### config.mk
export PLATFORM = sky130hd
export DESIGN_NAME = sorted_set_span_minus_max_gap
export DESIGN_NICKNAME = d
export VERILOG_FILES = /design/src/hdl/ssmg_pkg.sv /design/src/hdl/ssmg_ram.sv /design/src/hdl/sorted_set_span_minus_max_gap.sv
export SDC_FILE = /design/constraint.sdc
export NUM_CORES = 2
export LEC_CHECK = 0
export BUFFER_PORTS_ARGS = -buffer_cell sky130_fd_sc_hd__buf_4
export CORE_UTILIZATION = 30
export DETAILED_ROUTE_END_ITERATION = 10
export SYNTH_ARGS = -nofsm -noshare
export SYNTH_HDL_FRONTEND = slang
export SYNTH_HIERARCHICAL = 1
export SYNTH_SLANG_ARGS = --single-unit
### constraint.sdc
create_clock -name clk -period 9.8 [get_ports clk]
set_input_delay 1.96 -clock clk [delete_from_list [all_inputs] [get_ports clk]]
set_output_delay 1.96 -clock clk [all_outputs]
set_load 0.05 [all_outputs]
### src/hdl/ssmg_pkg.sv
`default_nettype none

package ssmg_pkg;

	localparam int CAPACITY_DEF = 64;
	localparam int COORD_W = 30;

	typedef enum logic {
		OP_INSERT = 1'b0,
		OP_REMOVE = 1'b1
	} op_t;

	typedef enum logic [1:0] {
		STAT_OK     = 2'd0,
		STAT_DUP    = 2'd1,
		STAT_ABSENT = 2'd2,
		STAT_FULL   = 2'd3
	} status_t;

	typedef enum logic [2:0] {
		S_IDLE,
		S_SEARCH,
		S_SHIFT,
		S_SCAN,
		S_DONE
	} state_t;

endpackage

`default_nettype wire

### src/hdl/ssmg_ram.sv
`default_nettype none

module ssmg_ram
	import ssmg_pkg::*;
#(
	parameter int WIDTH = COORD_W,
	parameter int DEPTH = CAPACITY_DEF
) (
	input  wire logic                     clk,
	input  wire logic                     we,
	input  wire logic [$clog2(DEPTH)-1:0] waddr,
	input  wire logic [WIDTH-1:0]         wdata,
	input  wire logic [$clog2(DEPTH)-1:0] raddr,
	output logic      [WIDTH-1:0]         rdata
);

	logic [WIDTH-1:0] mem_q [DEPTH];

	always_ff @(posedge clk) begin
		if (we) begin
			mem_q[waddr] <= wdata;
		end
		rdata <= mem_q[raddr];
	end

endmodule

`default_nettype wire

### src/hdl/sorted_set_span_minus_max_gap.sv
// channel  signals                 direction  payload
// in       in_valid / in_ready     input      op, coord
// out      out_valid / out_ready   output     answer, status, point_count
//
// The search pass reads stored points in order up to the key's slot; on a change a
// shift pass reads and moves the points from that slot on (past it for a remove);
// then a gap scan reads the new set, one read a cycle, on the memory's single read port.
// Reset clears the point count and all handshake state, not the memory.
// A stalled result holds in the output register while the next item runs; the
// block then waits before loading its own result until that register frees.
`default_nettype none

module sorted_set_span_minus_max_gap
	import ssmg_pkg::*;
#(
	parameter int CAPACITY = CAPACITY_DEF
) (
	input  wire logic                             clk,
	input  wire logic                             arst_n,
	input  wire logic                             in_valid,
	output logic                                  in_ready,
	input  wire logic                             op,
	input  wire logic [COORD_W-1:0]               coord,
	output logic                                  out_valid,
	input  wire logic                             out_ready,
	output logic      [COORD_W-1:0]               answer,
	output logic      [1:0]                       status,
	output logic      [$clog2(CAPACITY+1)-1:0]    point_count
);

	localparam int AW = $clog2(CAPACITY);
	localparam int CW = $clog2(CAPACITY + 1);

	state_t             state_q, state_d;
	logic [CW-1:0]      count_q;
	logic               out_valid_q;
	logic               tag_vld_q;
	logic [AW-1:0]      tag_q;

	op_t                op_q;
	logic [COORD_W-1:0] coord_q;
	logic [CW-1:0]      idx_q;
	logic [CW-1:0]      rem_q;
	logic [CW-1:0]      pos_q;
	status_t            status_q;
	logic [COORD_W-1:0] first_q;
	logic [COORD_W-1:0] prev_q;
	logic [COORD_W-1:0] maxgap_q;
	logic [COORD_W-1:0] answer_q;
	status_t            status_out_q;
	logic [CW-1:0]      point_count_q;

	logic               mem_re;
	logic [AW-1:0]      mem_raddr;
	logic               mem_we;
	logic [AW-1:0]      mem_waddr;
	logic [COORD_W-1:0] mem_wdata;
	logic [COORD_W-1:0] rd_data;

	logic               hit;
	logic               present;
	logic               search_done;
	logic [CW-1:0]      found_pos;
	state_t             search_next;
	status_t            search_status;
	logic [COORD_W-1:0] gap;

	ssmg_ram #(
		.WIDTH (COORD_W),
		.DEPTH (CAPACITY)
	) u_ram (
		.clk   (clk),
		.we    (mem_we),
		.waddr (mem_waddr),
		.wdata (mem_wdata),
		.raddr (mem_raddr),
		.rdata (rd_data)
	);

	assign hit         = tag_vld_q && (rd_data >= coord_q);
	assign present     = hit && (rd_data == coord_q);
	assign search_done = hit || (!tag_vld_q && !(idx_q < count_q));
	assign found_pos   = hit ? CW'(tag_q) : count_q;
	assign gap         = rd_data - prev_q;

	always_comb begin
		search_next   = S_SCAN;
		search_status = STAT_OK;
		if (op_q == OP_INSERT) begin
			if (present) begin
				search_status = STAT_DUP;
			end else if (count_q == CW'(CAPACITY)) begin
				search_status = STAT_FULL;
			end else begin
				search_next = S_SHIFT;
			end
		end else begin
			if (!present) begin
				search_status = STAT_ABSENT;
			end else begin
				search_next = S_SHIFT;
			end
		end
	end

	always_comb begin
		state_d   = state_q;
		mem_re    = 1'b0;
		mem_raddr = idx_q[AW-1:0];
		mem_we    = 1'b0;
		mem_waddr = tag_q;
		mem_wdata = rd_data;
		unique case (state_q)
			S_IDLE: begin
				if (in_valid) begin
					state_d = S_SEARCH;
				end
			end
			S_SEARCH: begin
				if (search_done) begin
					state_d = search_next;
				end else begin
					mem_re = idx_q < count_q;
				end
			end
			S_SHIFT: begin
				if (rem_q != '0) begin
					mem_re = 1'b1;
				end else if (!tag_vld_q) begin
					state_d = S_SCAN;
				end
				if (tag_vld_q) begin
					mem_we    = 1'b1;
					mem_waddr = (op_q == OP_INSERT) ? tag_q + AW'(1) : tag_q - AW'(1);
				end else if (rem_q == '0 && op_q == OP_INSERT) begin
					mem_we    = 1'b1;
					mem_waddr = pos_q[AW-1:0];
					mem_wdata = coord_q;
				end
			end
			S_SCAN: begin
				if (idx_q < count_q) begin
					mem_re = 1'b1;
				end else if (!tag_vld_q) begin
					state_d = S_DONE;
				end
			end
			S_DONE: begin
				if (!out_valid_q || out_ready) begin
					state_d = S_IDLE;
				end
			end
			default: begin
				state_d = S_IDLE;
			end
		endcase
	end

	always_ff @(posedge clk or negedge arst_n) begin
		if (!arst_n) begin
			state_q     <= S_IDLE;
			count_q     <= '0;
			out_valid_q <= 1'b0;
			tag_vld_q   <= 1'b0;
		end else begin
			state_q   <= state_d;
			tag_vld_q <= mem_re;
			if (state_q == S_SHIFT && state_d == S_SCAN) begin
				count_q <= (op_q == OP_INSERT) ? count_q + CW'(1) : count_q - CW'(1);
			end
			if (state_q == S_DONE && state_d == S_IDLE) begin
				out_valid_q <= 1'b1;
			end else if (out_ready) begin
				out_valid_q <= 1'b0;
			end
		end
	end

	always_ff @(posedge clk) begin
		tag_q <= mem_raddr;
		case (state_q)
			S_IDLE: begin
				if (in_valid) begin
					op_q    <= op_t'(op);
					coord_q <= coord;
					idx_q   <= '0;
				end
			end
			S_SEARCH: begin
				if (mem_re) begin
					idx_q <= idx_q + CW'(1);
				end else if (search_done) begin
					pos_q    <= found_pos;
					status_q <= search_status;
					maxgap_q <= '0;
					if (search_next == S_SHIFT) begin
						if (op_q == OP_INSERT) begin
							idx_q <= count_q - CW'(1);
							rem_q <= count_q - found_pos;
						end else begin
							idx_q <= found_pos + CW'(1);
							rem_q <= count_q - found_pos - CW'(1);
						end
					end else begin
						idx_q <= '0;
					end
				end
			end
			S_SHIFT: begin
				if (mem_re) begin
					rem_q <= rem_q - CW'(1);
					idx_q <= (op_q == OP_INSERT) ? idx_q - CW'(1) : idx_q + CW'(1);
				end else if (!tag_vld_q) begin
					idx_q <= '0;
				end
			end
			S_SCAN: begin
				if (mem_re) begin
					idx_q <= idx_q + CW'(1);
				end
				if (tag_vld_q) begin
					prev_q <= rd_data;
					if (tag_q == '0) begin
						first_q <= rd_data;
					end else if (gap > maxgap_q) begin
						maxgap_q <= gap;
					end
				end
			end
			S_DONE: begin
				if (state_d == S_IDLE) begin
					answer_q      <= (count_q < CW'(2)) ? '0 : prev_q - first_q - maxgap_q;
					status_out_q  <= status_q;
					point_count_q <= count_q;
				end
			end
			default: begin
			end
		endcase
	end

	assign in_ready    = state_q == S_IDLE;
	assign out_valid   = out_valid_q;
	assign answer      = answer_q;
	assign status      = status_out_q;
	assign point_count = point_count_q;

endmodule

`default_nettype wire

==> flow_metrics.tcl <==
set metrics [dict create \
    initial_core_util_pct 30.2 \
    die_y_um 544 \
    clkSlewWorstSetupHoldPaths_ps 60 \
    dr.pass1.iters 5 \
    fp.dieW_um 544 \
    grt_pass1_wl_um 320000 \
    gp_congestion 0.881 \
    ir_worst_vdd_mv 0.203 \
    required_ps 10270 \
    num_io_pins 76 \
    wl_um 223000 \
    synth-async-reset-ratio_pct 0.558 \
    power_leakage_nw 32.2 \
    yosys_register_bits 2150 \
    cp.arrival_ps 6060 \
    placed_cells 8570 \
    cts_resized 0 \
    die_area_sq_mm 0.296 \
    layout.nets 5094 \
    portBuffers 75 \
    synth.largest_area_cell "edfxtp_1" \
    clock_path_buffers 3 \
    crit_type "register to register" \
    overflow 0 \
    final_cell_area_sq_mm 0.101 \
    synth_common_cells "edfxtp_1 (2102), mux4_2 (408), mux2i_1 (234)" \
    pre_cts_ws_ps 4320 \
    synth_top_area_share_pct 71.7 \
    timing.final.crit_share_pct 57.0 \
    synth.top_cells.by_area "edfxtp_1 (72%), mux4_2 (10%), mux2i_1 (2.7%)" \
    critical_path.top_delay_family "simple AND/OR/NAND/NOR gates" \
    clock_latency_ps 880 \
    cts_hold_buffers 0 \
    path_cells "inv_1, ha_1, nand2_1, nor4_1, buf_4, nand2_1, a21oi_1, o22a_1, nor2b_1, nand3_1, nor2_4" \
    fmax_ghz 0.179 \
    synth.distinct_cells 80 \
    slew_headroom_pct 7.75 \
    slowest_delay_ps 1280 \
    finalHoldViolations 0 \
    cts_max_level 4 \
    fin_setup_tns_ps 0 \
    area_growth_pct 14.4 \
    ant_nets 0 \
    slew_violations 0 \
    drc 0 \
    end_kind "register" \
    root_buffer "clkbuf_16" \
    grt_usage_pct 14.8 \
    wl_per_cell_um 24.8 \
    ys.warnings.count 6 \
    yosysSeqAreaShare_pct 72.9 \
    synth_edf_count 2102 \
    crit_path_start "rem_q[0]$_DFFE_PP_" \
    drtIter0Drc 4932 \
    cts-buffers-inserted 212 \
    antenna_found_initial 16 \
    netlist_instances 4718 \
    rsz0062_at_grt "no" \
    cp.buffers_inverters 2 \
    instances_no_fill 8970 \
    min_from "status_q[1]$_DFFE_PP_" \
    core_area_sq_mm 0.291 \
    finClkSkew_ps 59.2 \
    yosysMostFrequentCell "edfxtp_1" \
    vias 45481 \
    slowest_stage "nor2_4" \
    postPlaceCellArea_sq_mm 0.0940 \
    fin_ws_ps 4210 \
    synthesis.nets 4928 \
    outcome "finished, final reports clean" \
    cts_setup_buffers 0 \
    num_rows 198 \
    power_w 0.0310 \
    via_per_inst 5.07 \
    r2r_start "rem_q[0]$_DFFE_PP_" \
    power_density_mw_per_mm2 308 \
    setup-violations-final 0 \
    cts_tree "built" \
    cp_max_fo 30 \
    dp_hpwl_um 131000 \
    ys.flop_type "edfxtp_1" \
    cts.sinks 2150 \
    synthesis.area_sq_mm 0.0880 \
    hold_class "register to register" \
    fin_crit_ps 5590 \
    critPathLaunchType "register" \
    grt_max_degree 132 \
    first_global_vias 44654 \
    worst_pin_slew_ps 1370 \
    drv_cap 0 \
    cp_common_cell "nand2_1" \
    drive_gt1_share_pct 19.7 \
    post_synth.cell_area_avg_sq_um 18.7 \
]
report_power, final:
group          total [W]  switching [W]  internal (W)
registers         0.0121       0.000264        0.0119
logic             0.0111        0.00739       0.00371
clock network    0.00778        0.00349       0.00429
per-layer routing:
metal / up-vias / wire length (um) / part of all wire (%) / GRT usage [%]
li1: 19442 / - / - / -
met1: 23866 / 94700 / 43 / 20.7
met2: 1852 / 104000 / 47 / 23.5
met3: 319 / 17500 / 7.9 / 2.59
met4: 2 / 5880 / 2.6 / 4.33
met5: - / 13 / 0.0058 / 0
placed cells by master (no fill, tap or decap), drive strengths merged, types with 11 or more instances in the layout:
cell type / count
a21oi: 98
nand2: 123
o21a: 21
a21o: 55
fa: 31
edfxtp: 2102
xor2: 32
nor4: 14
a31oi: 11
nand4: 44
clkbuf: 271
a311oi: 22
nor2b: 52
mux4: 408
buf: 173
inv: 164
o22ai: 50
nand2b: 21
nor3: 47
and3: 15
ha: 144
a22oi: 112
nand3: 56
o221ai: 17
clkinv: 110
dfrtp: 12
dfxtp: 36
and2: 34
xnor2: 58
nor2: 215
mux2i: 234
a22o: 21
o21ai: 124
final timing paths:
path	slack (ps)	to	depth (start not counted)
max	4210	u_ram/mem_q[43][2]$_DFFE_PP_	11
min	420	status[1]$_DFFE_PP_	0
max reg2reg	4210	u_ram/mem_q[43][2]$_DFFE_PP_	11
min reg2reg	420	status[1]$_DFFE_PP_	0
max in group asynchronous	8660	count_q[3]$_DFFE_PN0P_	1
min in group asynchronous	930	tag_vld_q$_DFF_PN0_	1
state kept, by name, summed over array words and instances (netlist names), 7 cells and up:
name         count
answer          30
maxgap_q        30
point_count      7
u_ram/mem_q   1920
idx_q            7
first_q         30
u_ram/rdata     30
rem_q            7
prev_q          30
count_q          7
coord_q         30
cell families (layout without fill, tap and decap cells):
logic type                 count (synthesis)  count (layout)  synth area share (%)
other                                      0               5                     0
buffers and inverters                    384             731                  1.96
xor gates and xnor gates                  90              90                 0.904
and+or+nand+nor                          664             664                  3.68
muxes                                    644             644                  13.1
AOI/OAI and AO/OA                        611             611                  4.72
DFF                                     2150            2150                  72.9
adders and majority gates                175             175                  2.75
metrics by stage:
step | utilization (%) | hold slack [ps]
after detailed placement | 32.3 | 415
after CTS | 34.5 | 429
after global placement | 32.3 | 410
final | 34.6 | 424
after global routing | 34.6 | 432
after floorplan | - | 400
final cells by class:
class / count / area [sq um]
clock buffer: 271 / 5600
timing repair buffer: 173 / 1370
tap: 3900 / 4880
antenna: 5 / 12.5
sequential: 2150 / 64100
multi-input combinational: 2184 / 23000
fill: 27311 / 191000
clock inverter: 124 / 1030
inverter: 163 / 612
(Power assumes the default switching activity.)
